`config.mk`:
```
export PLATFORM = sky130hd
export DESIGN_NAME = fit_policy_partition_allocator
export DESIGN_NICKNAME = d
export VERILOG_FILES = /design/src/rtl/fpa_pkg.sv /design/src/rtl/fit_policy_partition_allocator.sv /design/src/rtl/fpa_table.sv /design/src/rtl/fpa_scan.sv
export SDC_FILE = /design/constraint.sdc
export NUM_CORES = 1
export LEC_CHECK = 0
export ABC_AREA = 1
export BUFFER_PORTS_ARGS = -buffer_cell sky130_fd_sc_hd__buf_2
export CAP_MARGIN = 20
export CORE_UTILIZATION = 55
export CTS_CLUSTER_DIAMETER = 40
export DETAILED_ROUTE_END_ITERATION = 8
export PLACE_DENSITY = 0.75
export SKIP_LAST_GASP = 1
export SLEW_MARGIN = 20
export SYNTH_ARGS = -nofsm -noshare
export SYNTH_HDL_FRONTEND = slang
export SYNTH_SLANG_ARGS = --single-unit
```
`constraint.sdc`:
```
create_clock -name clk -period 6.06 [get_ports clk]
set_input_delay 1.212 -clock clk [delete_from_list [all_inputs] [get_ports clk]]
set_output_delay 1.212 -clock clk [all_outputs]
set_load 0.03 [all_outputs]
```
`src/rtl/fpa_pkg.sv`:
```
// fpa_pkg: shared types and codes of the fit policy partition allocator.
// Holds the transaction structs, request and policy codes, register indexes.
// No dependencies.
package fpa_pkg;

  localparam int CFG_IDX_W  = 4;
  localparam int CFG_DATA_W = 5;

  localparam logic [CFG_IDX_W-1:0] CFG_FIT_POLICY  = CFG_IDX_W'(0);
  localparam logic [CFG_IDX_W-1:0] CFG_BLOCK_COUNT = CFG_IDX_W'(1);

  localparam logic REQ_LOAD  = 1'b0;
  localparam logic REQ_ALLOC = 1'b1;

  localparam logic [4:0] BLOCK_COUNT_RESET = 5'd16;

  typedef enum logic [1:0] {
    POL_FIRST = 2'd0,
    POL_BEST  = 2'd1,
    POL_WORST = 2'd2,
    POL_NEXT  = 2'd3
  } pol_t;

  typedef enum logic [3:0] {
    ST_IDLE = 4'b0001,
    ST_SCAN = 4'b0010,
    ST_LAST = 4'b0100,
    ST_DONE = 4'b1000
  } state_t;

  typedef struct packed {
    logic        req_type;
    logic [3:0]  block_index;
    logic [15:0] size_value;
    logic        last_request;
  } req_t;

  typedef struct packed {
    logic        granted;
    logic [3:0]  chosen_index;
    logic [15:0] remaining_size;
  } rsp_t;

endpackage

```
`src/rtl/fit_policy_partition_allocator.sv`:
```
// fit_policy_partition_allocator: top level of the partition allocator.
// Holds the configuration registers and joins fpa_scan and fpa_table.
// Depends on fpa_pkg, fpa_table and fpa_scan.
//
// Usage:
//   Configuration: cfg_we, cfg_index, cfg_wdata write fit_policy (index 0)
//   or block_count (index 1), one register per write, taking effect at the
//   write edge; other indexes are ignored.
//   Input: a transaction is taken at a clock edge with start high and busy
//   low. A load writes one partition's free size; an allocate searches the
//   partitions in use under the selected policy and debits the pick.
//   Output: rsp is valid for exactly one cycle with done high; the receiver
//   cannot hold it off.
//   Sequence: a load, an out-of-range load or an allocate with no partition
//   in use answers without a scan and busy stays low. An allocate reads
//   the partitions in use, one table read per cycle on the single read port,
//   in ST_SCAN, settles the last compare in ST_LAST, writes back the debit
//   in ST_DONE and then shows the result on rsp. busy is high in ST_SCAN,
//   ST_LAST and ST_DONE and drops in the result cycle, so the next
//   transaction can be taken at the edge that ends the result.
//   Reset: rst clears the sequencer and the next fit pointer, sets
//   fit_policy to first fit and block_count to 16. The table is not
//   cleared; a partition must be loaded before it is searched.
module fit_policy_partition_allocator
  import fpa_pkg::*;
#(
  parameter int NUM_BLOCKS = 16,
  parameter int SIZE_WIDTH = 16
) (
  input  logic                  clk,
  input  logic                  rst,
  input  logic                  cfg_we,
  input  logic [CFG_IDX_W-1:0]  cfg_index,
  input  logic [CFG_DATA_W-1:0] cfg_wdata,
  input  logic                  start,
  output logic                  busy,
  input  req_t                  req,
  output logic                  done,
  output rsp_t                  rsp
);

  localparam int IDX_W = (NUM_BLOCKS > 1) ? $clog2(NUM_BLOCKS) : 1;
  localparam int CNT_W = $clog2(NUM_BLOCKS + 1);

  pol_t                  fit_policy;
  logic [4:0]            block_count;
  logic                  wr_en;
  logic [IDX_W-1:0]      wr_addr;
  logic [SIZE_WIDTH-1:0] wr_data;
  logic                  rd_en;
  logic [IDX_W-1:0]      rd_addr;
  logic [SIZE_WIDTH-1:0] rd_data;

  always_ff @(posedge clk) begin
    if (rst) begin
      fit_policy  <= POL_FIRST;
      block_count <= BLOCK_COUNT_RESET;
    end else if (cfg_we) begin
      unique case (cfg_index)
        CFG_FIT_POLICY:  fit_policy  <= pol_t'(cfg_wdata[1:0]);
        CFG_BLOCK_COUNT: block_count <= cfg_wdata;
        default: ;
      endcase
    end
  end

  fpa_scan #(
    .NUM_BLOCKS (NUM_BLOCKS),
    .SIZE_WIDTH (SIZE_WIDTH),
    .IDX_W      (IDX_W),
    .CNT_W      (CNT_W)
  ) u_scan (
    .clk         (clk),
    .rst         (rst),
    .start       (start),
    .busy        (busy),
    .req         (req),
    .done        (done),
    .rsp         (rsp),
    .fit_policy  (fit_policy),
    .block_count (block_count),
    .wr_en       (wr_en),
    .wr_addr     (wr_addr),
    .wr_data     (wr_data),
    .rd_en       (rd_en),
    .rd_addr     (rd_addr),
    .rd_data     (rd_data)
  );

  fpa_table #(
    .DEPTH (NUM_BLOCKS),
    .WIDTH (SIZE_WIDTH),
    .AW    (IDX_W)
  ) u_table (
    .clk     (clk),
    .wr_en   (wr_en),
    .wr_addr (wr_addr),
    .wr_data (wr_data),
    .rd_en   (rd_en),
    .rd_addr (rd_addr),
    .rd_data (rd_data)
  );

endmodule

```
`src/rtl/fpa_table.sv`:
```
// fpa_table: free size table, one write port and one read port.
// Read data is registered. Depends on nothing.
module fpa_table #(
  parameter int DEPTH = 16,
  parameter int WIDTH = 16,
  parameter int AW    = 4
) (
  input  logic             clk,
  input  logic             wr_en,
  input  logic [AW-1:0]    wr_addr,
  input  logic [WIDTH-1:0] wr_data,
  input  logic             rd_en,
  input  logic [AW-1:0]    rd_addr,
  output logic [WIDTH-1:0] rd_data
);

  logic [WIDTH-1:0] mem [DEPTH];

  always_ff @(posedge clk) begin
    if (wr_en) begin
      mem[wr_addr] <= wr_data;
    end
  end

  always_ff @(posedge clk) begin
    if (rd_en) begin
      rd_data <= mem[rd_addr];
    end
  end

endmodule

```
`src/rtl/fpa_scan.sv`:
```
// fpa_scan: sequencer of the partition allocator.
// Writes loads into the free size table, scans it one entry a cycle, keeps
// the pick, writes back the debit and issues the result. Depends on fpa_pkg.
module fpa_scan
  import fpa_pkg::*;
#(
  parameter int NUM_BLOCKS = 16,
  parameter int SIZE_WIDTH = 16,
  parameter int IDX_W      = 4,
  parameter int CNT_W      = 5
) (
  input  logic                  clk,
  input  logic                  rst,
  input  logic                  start,
  output logic                  busy,
  input  req_t                  req,
  output logic                  done,
  output rsp_t                  rsp,
  input  pol_t                  fit_policy,
  input  logic [4:0]            block_count,
  output logic                  wr_en,
  output logic [IDX_W-1:0]      wr_addr,
  output logic [SIZE_WIDTH-1:0] wr_data,
  output logic                  rd_en,
  output logic [IDX_W-1:0]      rd_addr,
  input  logic [SIZE_WIDTH-1:0] rd_data
);

  state_t                state;
  logic [SIZE_WIDTH-1:0] req_size;
  logic                  req_last;
  logic [CNT_W-1:0]      cnt;
  logic [IDX_W-1:0]      pos;
  logic [CNT_W-1:0]      left;
  logic                  d_valid;
  logic [IDX_W-1:0]      d_idx;
  logic                  found;
  logic [IDX_W-1:0]      pick_idx;
  logic [SIZE_WIDTH-1:0] pick_val;
  logic [IDX_W-1:0]      rover;

  logic                  accept;
  logic                  load_ok;
  logic [CNT_W-1:0]      used_cnt;
  logic [IDX_W-1:0]      scan_start;
  logic [CNT_W-1:0]      pos_inc;
  logic [IDX_W-1:0]      pos_next;
  logic                  take;
  logic [SIZE_WIDTH-1:0] in_size;
  logic [SIZE_WIDTH-1:0] debit;

  assign busy     = (state != ST_IDLE);
  assign accept   = start && !busy;
  assign in_size  = SIZE_WIDTH'(req.size_value);
  assign load_ok  = (32'(req.block_index) < NUM_BLOCKS);
  assign used_cnt = (32'(block_count) > NUM_BLOCKS) ? CNT_W'(NUM_BLOCKS)
                                                    : CNT_W'(block_count);
  assign scan_start = ((fit_policy == POL_NEXT) && (CNT_W'(rover) < used_cnt))
                      ? rover : '0;
  assign pos_inc  = CNT_W'(pos) + CNT_W'(1);
  assign pos_next = (pos_inc == cnt) ? '0 : IDX_W'(pos_inc);
  assign debit    = pick_val - req_size;

  always_comb begin
    take = 1'b0;
    if (d_valid && (rd_data >= req_size)) begin
      case (fit_policy)
        POL_BEST:  take = !found || (rd_data < pick_val);
        POL_WORST: take = !found || (rd_data > pick_val);
        default:   take = !found;
      endcase
    end
  end

  assign rd_en   = (state == ST_SCAN);
  assign rd_addr = pos;

  always_comb begin
    wr_en   = 1'b0;
    wr_addr = pick_idx;
    wr_data = debit;
    if (state == ST_DONE) begin
      wr_en = found;
    end else if (accept && (req.req_type == REQ_LOAD)) begin
      wr_en   = load_ok;
      wr_addr = IDX_W'(req.block_index);
      wr_data = in_size;
    end
  end

  always_ff @(posedge clk) begin
    if (rst) begin
      state   <= ST_IDLE;
      done    <= 1'b0;
      d_valid <= 1'b0;
      found   <= 1'b0;
      rover   <= '0;
    end else begin
      done    <= 1'b0;
      d_valid <= (state == ST_SCAN);
      if (take) begin
        found <= 1'b1;
      end
      unique case (state)
        ST_IDLE: begin
          if (accept) begin
            if (req.req_type == REQ_LOAD) begin
              done <= 1'b1;
              if (load_ok || req.last_request) begin
                rover <= '0;
              end
            end else if (used_cnt == '0) begin
              done <= 1'b1;
              if (req.last_request) begin
                rover <= '0;
              end
            end else begin
              found <= 1'b0;
              state <= ST_SCAN;
            end
          end
        end
        ST_SCAN: begin
          if (left == CNT_W'(1)) begin
            state <= ST_LAST;
          end
        end
        ST_LAST: begin
          state <= ST_DONE;
        end
        ST_DONE: begin
          done  <= 1'b1;
          state <= ST_IDLE;
          if (req_last) begin
            rover <= '0;
          end else if (found && (fit_policy == POL_NEXT)) begin
            rover <= pick_idx;
          end
        end
        default: state <= ST_IDLE;
      endcase
    end
  end

  always_ff @(posedge clk) begin
    d_idx <= pos;
    if (take) begin
      pick_idx <= d_idx;
      pick_val <= rd_data;
    end
    if (state == ST_SCAN) begin
      pos  <= pos_next;
      left <= left - CNT_W'(1);
    end
    if (accept) begin
      req_size <= in_size;
      req_last <= req.last_request;
      cnt      <= used_cnt;
      pos      <= scan_start;
      left     <= used_cnt;
      if (req.req_type == REQ_LOAD && load_ok) begin
        rsp.granted        <= 1'b1;
        rsp.chosen_index   <= req.block_index;
        rsp.remaining_size <= 16'(in_size);
      end else begin
        rsp <= '0;
      end
    end else if (state == ST_DONE) begin
      if (found) begin
        rsp.granted        <= 1'b1;
        rsp.chosen_index   <= 4'(pick_idx);
        rsp.remaining_size <= 16'(debit);
      end else begin
        rsp <= '0;
      end
    end
  end

  a_wr_source: assert property (@(posedge clk) disable iff (rst)
    wr_en |-> (state == ST_DONE && found) ||
              (accept && req.req_type == REQ_LOAD))
    else $error("table write outside load or write-back");

  a_scan_left: assert property (@(posedge clk) disable iff (rst)
    (state == ST_SCAN) |-> (left != '0) && (CNT_W'(pos) < cnt))
    else $error("scan runs past the partitions in use");

  a_done_order: assert property (@(posedge clk) disable iff (rst)
    (state == ST_DONE) |=> done && (state == ST_IDLE))
    else $error("write-back did not issue a result");

  a_grant_hit: assert property (@(posedge clk) disable iff (rst)
    (state == ST_DONE && found) |=> rsp.granted)
    else $error("hit not reported as granted");

  a_rover_range: assert property (@(posedge clk) disable iff (rst)
    32'(rover) < NUM_BLOCKS)
    else $error("next fit pointer out of table");

endmodule
```
==> results of run 1 <==
## area by class of cell
type / count / share of cell area, %
clock inverter: 35 / 2.302
clock buffer: 49 / 6.346
multi-input combinational: 827 / 24.64
inverter: 116 / 2.391
tap: 378 / 2.582
sequential: 366 / 58.80
timing repair buffer: 88 / 2.937
## logic make-up after synthesis
kind of cell | Yosys count
simple gates | 468
buf+inv | 171
fa+ha+maj | 56
xor+xnor | 16
flops | 366
compound gates | 287
## synthesized netlist by cell type
master and number:
o21bai_1 3, a31oi_1 3, o221ai_1 8, buf_2 22
o22ai_1 24, nand3b_1 3, a221oi_1 19, clkbuf_1 26
buf_4 2, inv_2 5, inv_1 109, xnor2_1 8
o211ai_1 1, nor3_1 5, o21ai_4 1, nor2_2 1
nand4_1 14, a21oi_2 1, nand2_4 3, nor3_2 4
a21o_1 5, o21ai_2 4, nor2_8 1, o221a_2 4
clkinv_1 1, buf_1 4, buf_8 1, edfxtp_1 344
nand2_2 3, dfxtp_1 22, a211oi_1 1, nor2_4 1
clkinv_2 1, nand3_1 73, o21ai_0 138, o2111ai_1 1
ha_1 55, nand3_2 2, nand2_1 236, xor2_1 8
fa_1 1, a21oi_1 73, a22oi_1 1, nor2_1 122
## state kept, by name (all words and copies together) (netlist names), 2 cells and up
| name | flops |
|---|---|
| u_scan.left | 5 |
| u_scan.rsp | 21 |
| u_scan.d_idx | 4 |
| u_scan.pick_idx | 4 |
| block_count | 5 |
| fit_policy | 2 |
| u_scan.cnt | 5 |
| u_scan.pick_val | 16 |
| u_scan.state | 4 |
| u_scan.rover | 4 |
| u_table.rd_data | 16 |
| u_table.mem | 256 |
| u_scan.req_size | 16 |
| u_scan.rd_addr | 4 |
## routing by layer
layer	up-vias	share of wire [%]	track usage [%]
li1	5047	-	-
met1	5356	41	37.01
met2	509	48	45.07
met3	77	8.3	5.127
met4	2	2.6	9.196
met5	-	0.033	0
## placed cells by master (no fill, tap or decap), types with 4 or more instances in the layout
master,instances
buf_4,29
clkinv_2,9
o221ai_1,8
nand4_1,14
nor3_1,5
inv_6,6
nor3_2,4
xnor2_1,8
nand3_1,73
edfxtp_1,344
nor2_2,5
clkbuf_16,46
xor2_1,8
inv_1,108
clkinv_4,6
o21ai_0,138
bufinv_16,5
o22ai_1,24
a221oi_1,19
nand2_1,236
nor2_1,118
ha_1,55
buf_2,57
o221a_2,4
a21o_1,5
inv_2,6
o21ai_2,4
a21oi_1,72
dfxtp_1,22
## final timing paths
kind | end | slack [ns] | depth (start not counted)
max | u_table.rd_data[10] | 2.73 | 7
min | u_scan.pick_idx[3] | 0.40 | 0
max reg2reg | u_table.rd_data[10] | 2.73 | 7
min reg2reg | u_scan.pick_idx[3] | 0.40 | 0
## power groups by stage
stage	registers, uW	logic, uW	clock network [uW]
after global placement	3040	919	0
after floorplan	3070	582	0
after global routing	3000	1070	2920
after CTS	2990	960	2810
final	2990	980	2780
after detailed placement	3040	950	0
## per-stage QoR
step	hold slack [ns]	total power, uW
2_1_floorplan	0.3462	3649
3_3_place_gp	0.3871	3958
3_5_place_dp	0.3911	3992
4_1_cts	0.4048	6757
5_1_grt	0.4064	6981
6_report	0.4016	6748
## critical path, delay by kind of cell (launching register included)
kind,cells,cell delay (ns)
flops,1,0.39
compound gates,4,0.76
buf+inv,3,1.81
==> run_results.csv, run 1 <==
group,metric,value,unit
outcome,status,"finished, final reports clean",
global_route,grt_pass1_vias,10830,
power_and_ir_drop,power_frac_comb,14.5,%
cells_and_area,postLayoutCoreUtil,65.04,%
power_and_ir_drop,powerDensity,368.4,nW/um2
detailed_routing,wl,39.62,mm
critical_path,startpoint,"u_scan.rd_addr[0]",
clock_tree,postCtsSetupBuffers,0,
critical_path,cp-start-kind,"flip-flop",
cells_and_area,fill_cells,2090,
clock_tree,cts_tree,"yes",
detailed_routing,drt_iter0_drc,1147,
power_and_ir_drop,leakage,0.006980,uW
critical_path,crit_arrival,3.60,ns
clock_tree,cts_hold_buf,0,
critical_path,worstPathCellList,"buf_12, clkinv_2, buf_4, o21ai_0, o22ai_1, o21ai_0, o21ai_0",
power_and_ir_drop,power.share.switching,27.93,%
critical_path,critical_path_class,"reg2reg",
clock_tree,cts.htree.levels,2,
cells_and_area,antenna_cells,0,
place,placedCellCount,1774,
detailed_routing,final_antenna_net_count,0,
cells_and_area,seq_area,10770,um2
synthesis,synthesis.instances,1364,
floorplanning,fp.dieW,172.4,um
sta,tns,0,ns
critical_path,slowest_delay,0.85,ns
cells_and_area,nets,1536,
power_and_ir_drop,p_clk_share,41.2,%
synthesis,synth_area,15960,um2
floorplanning,die_h,172.4,um
synthesis,synth_seq_area_share,67.48,%
synthesis,syn-num-nets,1455,
synthesis,synthSimpleGateAreaFrac,12.50,%
sta,slew_headroom,32.52,%
global_route,track_usage,27.50,%
power_and_ir_drop,sequentialPowerShare,44.3,%
cells_and_area,finalNonFillerCells,1859,
detailed_routing,routedWlPerCell,21.31,um
critical_path,r2r_start,"u_scan.rd_addr[0]",
sta,finalHoldViolations,0,
synthesis,ys_types,44,
detailed_routing,first_pass_iters,7,
floorplanning,start_util,56.67,%
global_route,antenna_found_initial,1,
place,post-place-ws,2.388,ns
sta,period_needed,3.329,ns
detailed_routing,viasPerCell,5.912,
sta,rsz0062_at_grt,"no",
place,place_area,16720,um2
power_and_ir_drop,p_sw,1885,uW
synthesis,synth_top_area_share,64.72,%
sta,postLayoutSetupSlackWorst,2.731,ns
clock_tree,clock_sinks,366,
global_route,grt_overflow,0,
synthesis,synth_fa_ha_area_share,4.437,%
place,dp_hpwl,24.91,mm
cells_and_area,multi_input_area,4514,um2
sta,tightest_slew,1.010,ns
clock_tree,numCtsBuffers,46,
critical_path,crit_slowest_cell,"clkinv_2",
cells_and_area,final_area,18320,um2
sta,maxSlewViolCount,0,
global_route,grt_pass1_wl,60.28,mm
floorplanning,coreArea,28160,um2
synthesis,synth.avg_cell_area,11.70,um2
critical_path,critical_path.max_fanout,132,
synthesis,synth_top_area_cell,"edfxtp_1",
detailed_routing,drc,0,
place,place.gp.congestion,0.8886,
floorplanning,io_pins,58,
clock_tree,cts_resized,0,
floorplanning,rows,61,
clock_tree,path_clk_slew,0.06,ns
synthesis,synth_top_family_by_area,"simple AND/OR/NAND/NOR gates",
power_and_ir_drop,internal_power,4863,uW
detailed_routing,num_vias,10990,
cells_and_area,layout-drive-gt1-share,13.84,%
sta,period_share,54.93,%
power_and_ir_drop,vdd_ir_drop_max,327.9,uV
synthesis,synth-xor-area-share,0.8780,%
synthesis,yosysWarnings,0,
synthesis,synth.mux.area_fraction,0,%
cells_and_area,area_delta_synth_final,14.77,%
hold_path,min_from,"u_scan.d_idx[3]",
place,io_buffers,57,
synthesis,synth_compound_area_share,10.39,%
critical_path,cpMostUsedCell,"o21ai_0",
clock_tree,worstSkewPairLatency,0.56,ns
job,drv_cap,0,
hold_path,min_path_type,"reg2reg",
synthesis,synth_seq_cells,366,
sta,max_freq,0.3004,GHz
sta,skew,0.01740,ns
clock_tree,cts-root-buf,"clkbuf_16",
critical_path,end_kind,"flip-flop",
floorplanning,die-area,29700,um2
synthesis,synth.top_cells.by_area,"edfxtp_1 (65%), nand2_1 (5.6%), o21ai_0 (4.3%), ha_1 (4.3%), nor2_1 (2.9%)",
critical_path,required,6.33,ns
sta,finalSetupViolations,0,
clock_tree,cts_buffer_depth,3,
global_route,grt_max_degree,133,
Power figures use the tool's default switching activity.
==> inputs of run 2 (changes only) <==
==> constraint.sdc (replaced) <==
create_clock -name clk -period 3.24 [get_ports clk]
set_input_delay 0.648 -clock clk [delete_from_list [all_inputs] [get_ports clk]]
set_output_delay 0.648 -clock clk [all_outputs]
set_load 0.03 [all_outputs]
==> run_results.csv, run 2 (same netlist as run 1, synthesis figures left out) <==
group,metric,value,unit
outcome,status,"finished, final reports clean",
critical_path,required,3.38,ns
clock_tree,cts_resized,0,
power_and_ir_drop,p_clk_share,40.9,%
critical_path,cpMostUsedCell,"nand3_1",
job,drv_cap,0,
clock_tree,clock_sinks,366,
place,place_area,16860,um2
cells_and_area,top_register,"u_table.mem",
clock_tree,numCtsBuffers,47,
sta,tns,0,ns
sta,maxSlewViolCount,0,
floorplanning,fp.dieW,172.4,um
place,io_buffers,57,
sta,finalSetupViolations,0,
critical_path,r2r_start,"u_scan.pick_val[0]",
cells_and_area,layout-drive-gt1-share,14.22,%
sta,rsz0062_at_grt,"no",
power_and_ir_drop,power.share.switching,27.41,%
critical_path,end_kind,"flip-flop",
cells_and_area,layout_commonest_cell,"edfxtp_1",
critical_path,ff2ff_setup_slack,0.57,ns
critical_path,critical_path_class,"reg2reg",
critical_path,worstPathCellList,"inv_1, ha_1, inv_1, fa_1, nand3_1, nand3_1, nand2_1, nand2_1, nand3_1, nand3b_1, nand3_1, nand2_1",
global_route,track_usage,26.86,%
floorplanning,die_h,172.4,um
place,dp_hpwl,24.75,mm
cells_and_area,antenna_cells,0,
place,place.gp.congestion,0.9083,
critical_path,reg2reg_depth,12,
cells_and_area,largest_reg_flops,256,
cells_and_area,final_area,18430,um2
cells_and_area,seq_area,10770,um2
power_and_ir_drop,powerDensity,684.5,nW/um2
power_and_ir_drop,leakage,0.007035,uW
critical_path,crit_arrival,2.81,ns
clock_tree,cts_tree,"yes",
global_route,grt_overflow,0,
global_route,antenna_found_initial,0,
sta,max_freq,0.3744,GHz
critical_path,critical_path.max_fanout,16,
floorplanning,rows,61,
power_and_ir_drop,p_sw,3457,uW
power_and_ir_drop,vdd_ir_drop_max,462.8,uV
cells_and_area,area_delta_synth_final,15.45,%
clock_tree,cts-root-buf,"clkbuf_16",
hold_path,hold_path_depth,1,
hold_path,hold_end,"u_scan.req_size[11]",
sta,finalHoldViolations,0,
cells_and_area,final_cell_mix,"edfxtp_1 (344), nand2_1 (236), o21ai_0 (138)",
floorplanning,start_util,56.67,%
global_route,grt_max_degree,92,
detailed_routing,num_vias,11170,
power_and_ir_drop,sequentialPowerShare,44.4,%
cells_and_area,postLayoutCoreUtil,65.43,%
power_and_ir_drop,internal_power,9156,uW
critical_path,cp-start-kind,"flip-flop",
sta,slew_headroom,49.38,%
clock_tree,cts_buffer_depth,3,
sta,period_share,82.43,%
sta,skew,0.03030,ns
floorplanning,coreArea,28160,um2
detailed_routing,wl,39.14,mm
critical_path,slowest_delay,0.45,ns
critical_path,crit_slowest_cell,"fa_1",
critical_path,r2r-end,"u_table.mem[13][14]",
cells_and_area,reg.largest.list,"u_table.mem (256), u_scan.rsp (21)",
detailed_routing,final_antenna_net_count,0,
detailed_routing,drt_iter0_drc,1289,
clock_tree,worstSkewPairLatency,0.55,ns
sta,tightest_slew,0.7584,ns
power_and_ir_drop,power_frac_comb,14.7,%
place,post-place-ws,0.6225,ns
floorplanning,die-area,29700,um2
detailed_routing,drc,0,
floorplanning,io_pins,58,
hold_path,min_path_type,"in2reg",
clock_tree,path_clk_slew,0.06,ns
sta,postLayoutSetupSlackWorst,0.5694,ns
clock_tree,postCtsSetupBuffers,0,
detailed_routing,viasPerCell,5.956,
detailed_routing,first_pass_iters,6,
cells_and_area,nets,1551,
sta,period_needed,2.671,ns
hold_path,min_from,"req[12]",
clock_tree,cts_hold_buf,0,
clock_tree,cts.htree.levels,2,
global_route,grt_pass1_wl,59.61,mm
cells_and_area,fill_cells,2026,
global_route,grt_pass1_vias,10820,
cells_and_area,multi_input_area,4514,um2
detailed_routing,routedWlPerCell,20.86,um
-- run 2: changes by cell type in the layout (fill, tap and decap cells not counted), sizes merged --
cell	delta
buf	+14
bufinv	-1
clkbuf	+4
clkinvlp	+3
inv	-3
-- run 2: worst max-delay path by stage --
stage	end	start	cells past startpoint
after floorplan	u_table.mem[0][10]	u_scan.pick_val[0]	11
after detailed placement	u_table.mem[12][14]	u_scan.pick_val[0]	12
after global placement	u_table.mem[13][14]	u_scan.pick_val[0]	12
after global routing	u_table.mem[12][14]	u_scan.pick_val[0]	12
final	u_table.mem[13][14]	u_scan.pick_val[0]	12
after CTS	u_table.mem[12][14]	u_scan.pick_val[0]	12
-- run 2: power by group through the flow --
stage	sequential, uW	combinational (uW)	clock (uW)
finish	5600	1860	5150
global route	5610	2020	5380
CTS	5600	1830	5180
detailed placement	5690	1810	0
global placement	5690	1750	0
floorplan	5740	1090	0
-- run 2: final cells by class --
type	count	share of cell area [%]
flip-flops and latches	366	58.45
clock buffers	53	6.736
repair buffers	102	3.585
clock inverters	34	1.786
inverters	116	2.377
multi-input cells	827	24.50
well taps	378	2.567
-- run 2: critical path, delay by kind of cell, from the launching register on --
kind | cells | cell delay, ns
fa+ha+maj | 2 | 0.59
flops | 1 | 0.40
simple gates | 8 | 1.14
buf+inv | 2 | 0.15
-- run 2: stage by stage --
step	hold slack (ns)	total power, uW	instances
after floorplan	0.3462	6826	1364
after global placement	0.3870	7434	1789
after detailed placement	0.3887	7499	1789
after CTS	0.2844	12610	1876
after global routing	0.2795	13010	1876
final	0.2909	12610	1876
-- run 2: layer usage --
metal | GRT usage [%] | wire length [um] | part of all wire (%) | vias to the layer above
met3 | 4.417 | 3520 | 9.0 | 101
met1 | 35.90 | 15740 | 40 | 5394
met2 | 44.02 | 18760 | 48 | 595
li1 | - | - | - | 5084
met4 | 10.58 | 1121 | 2.9 | 0
met5 | 0 | 0 | 0 | -
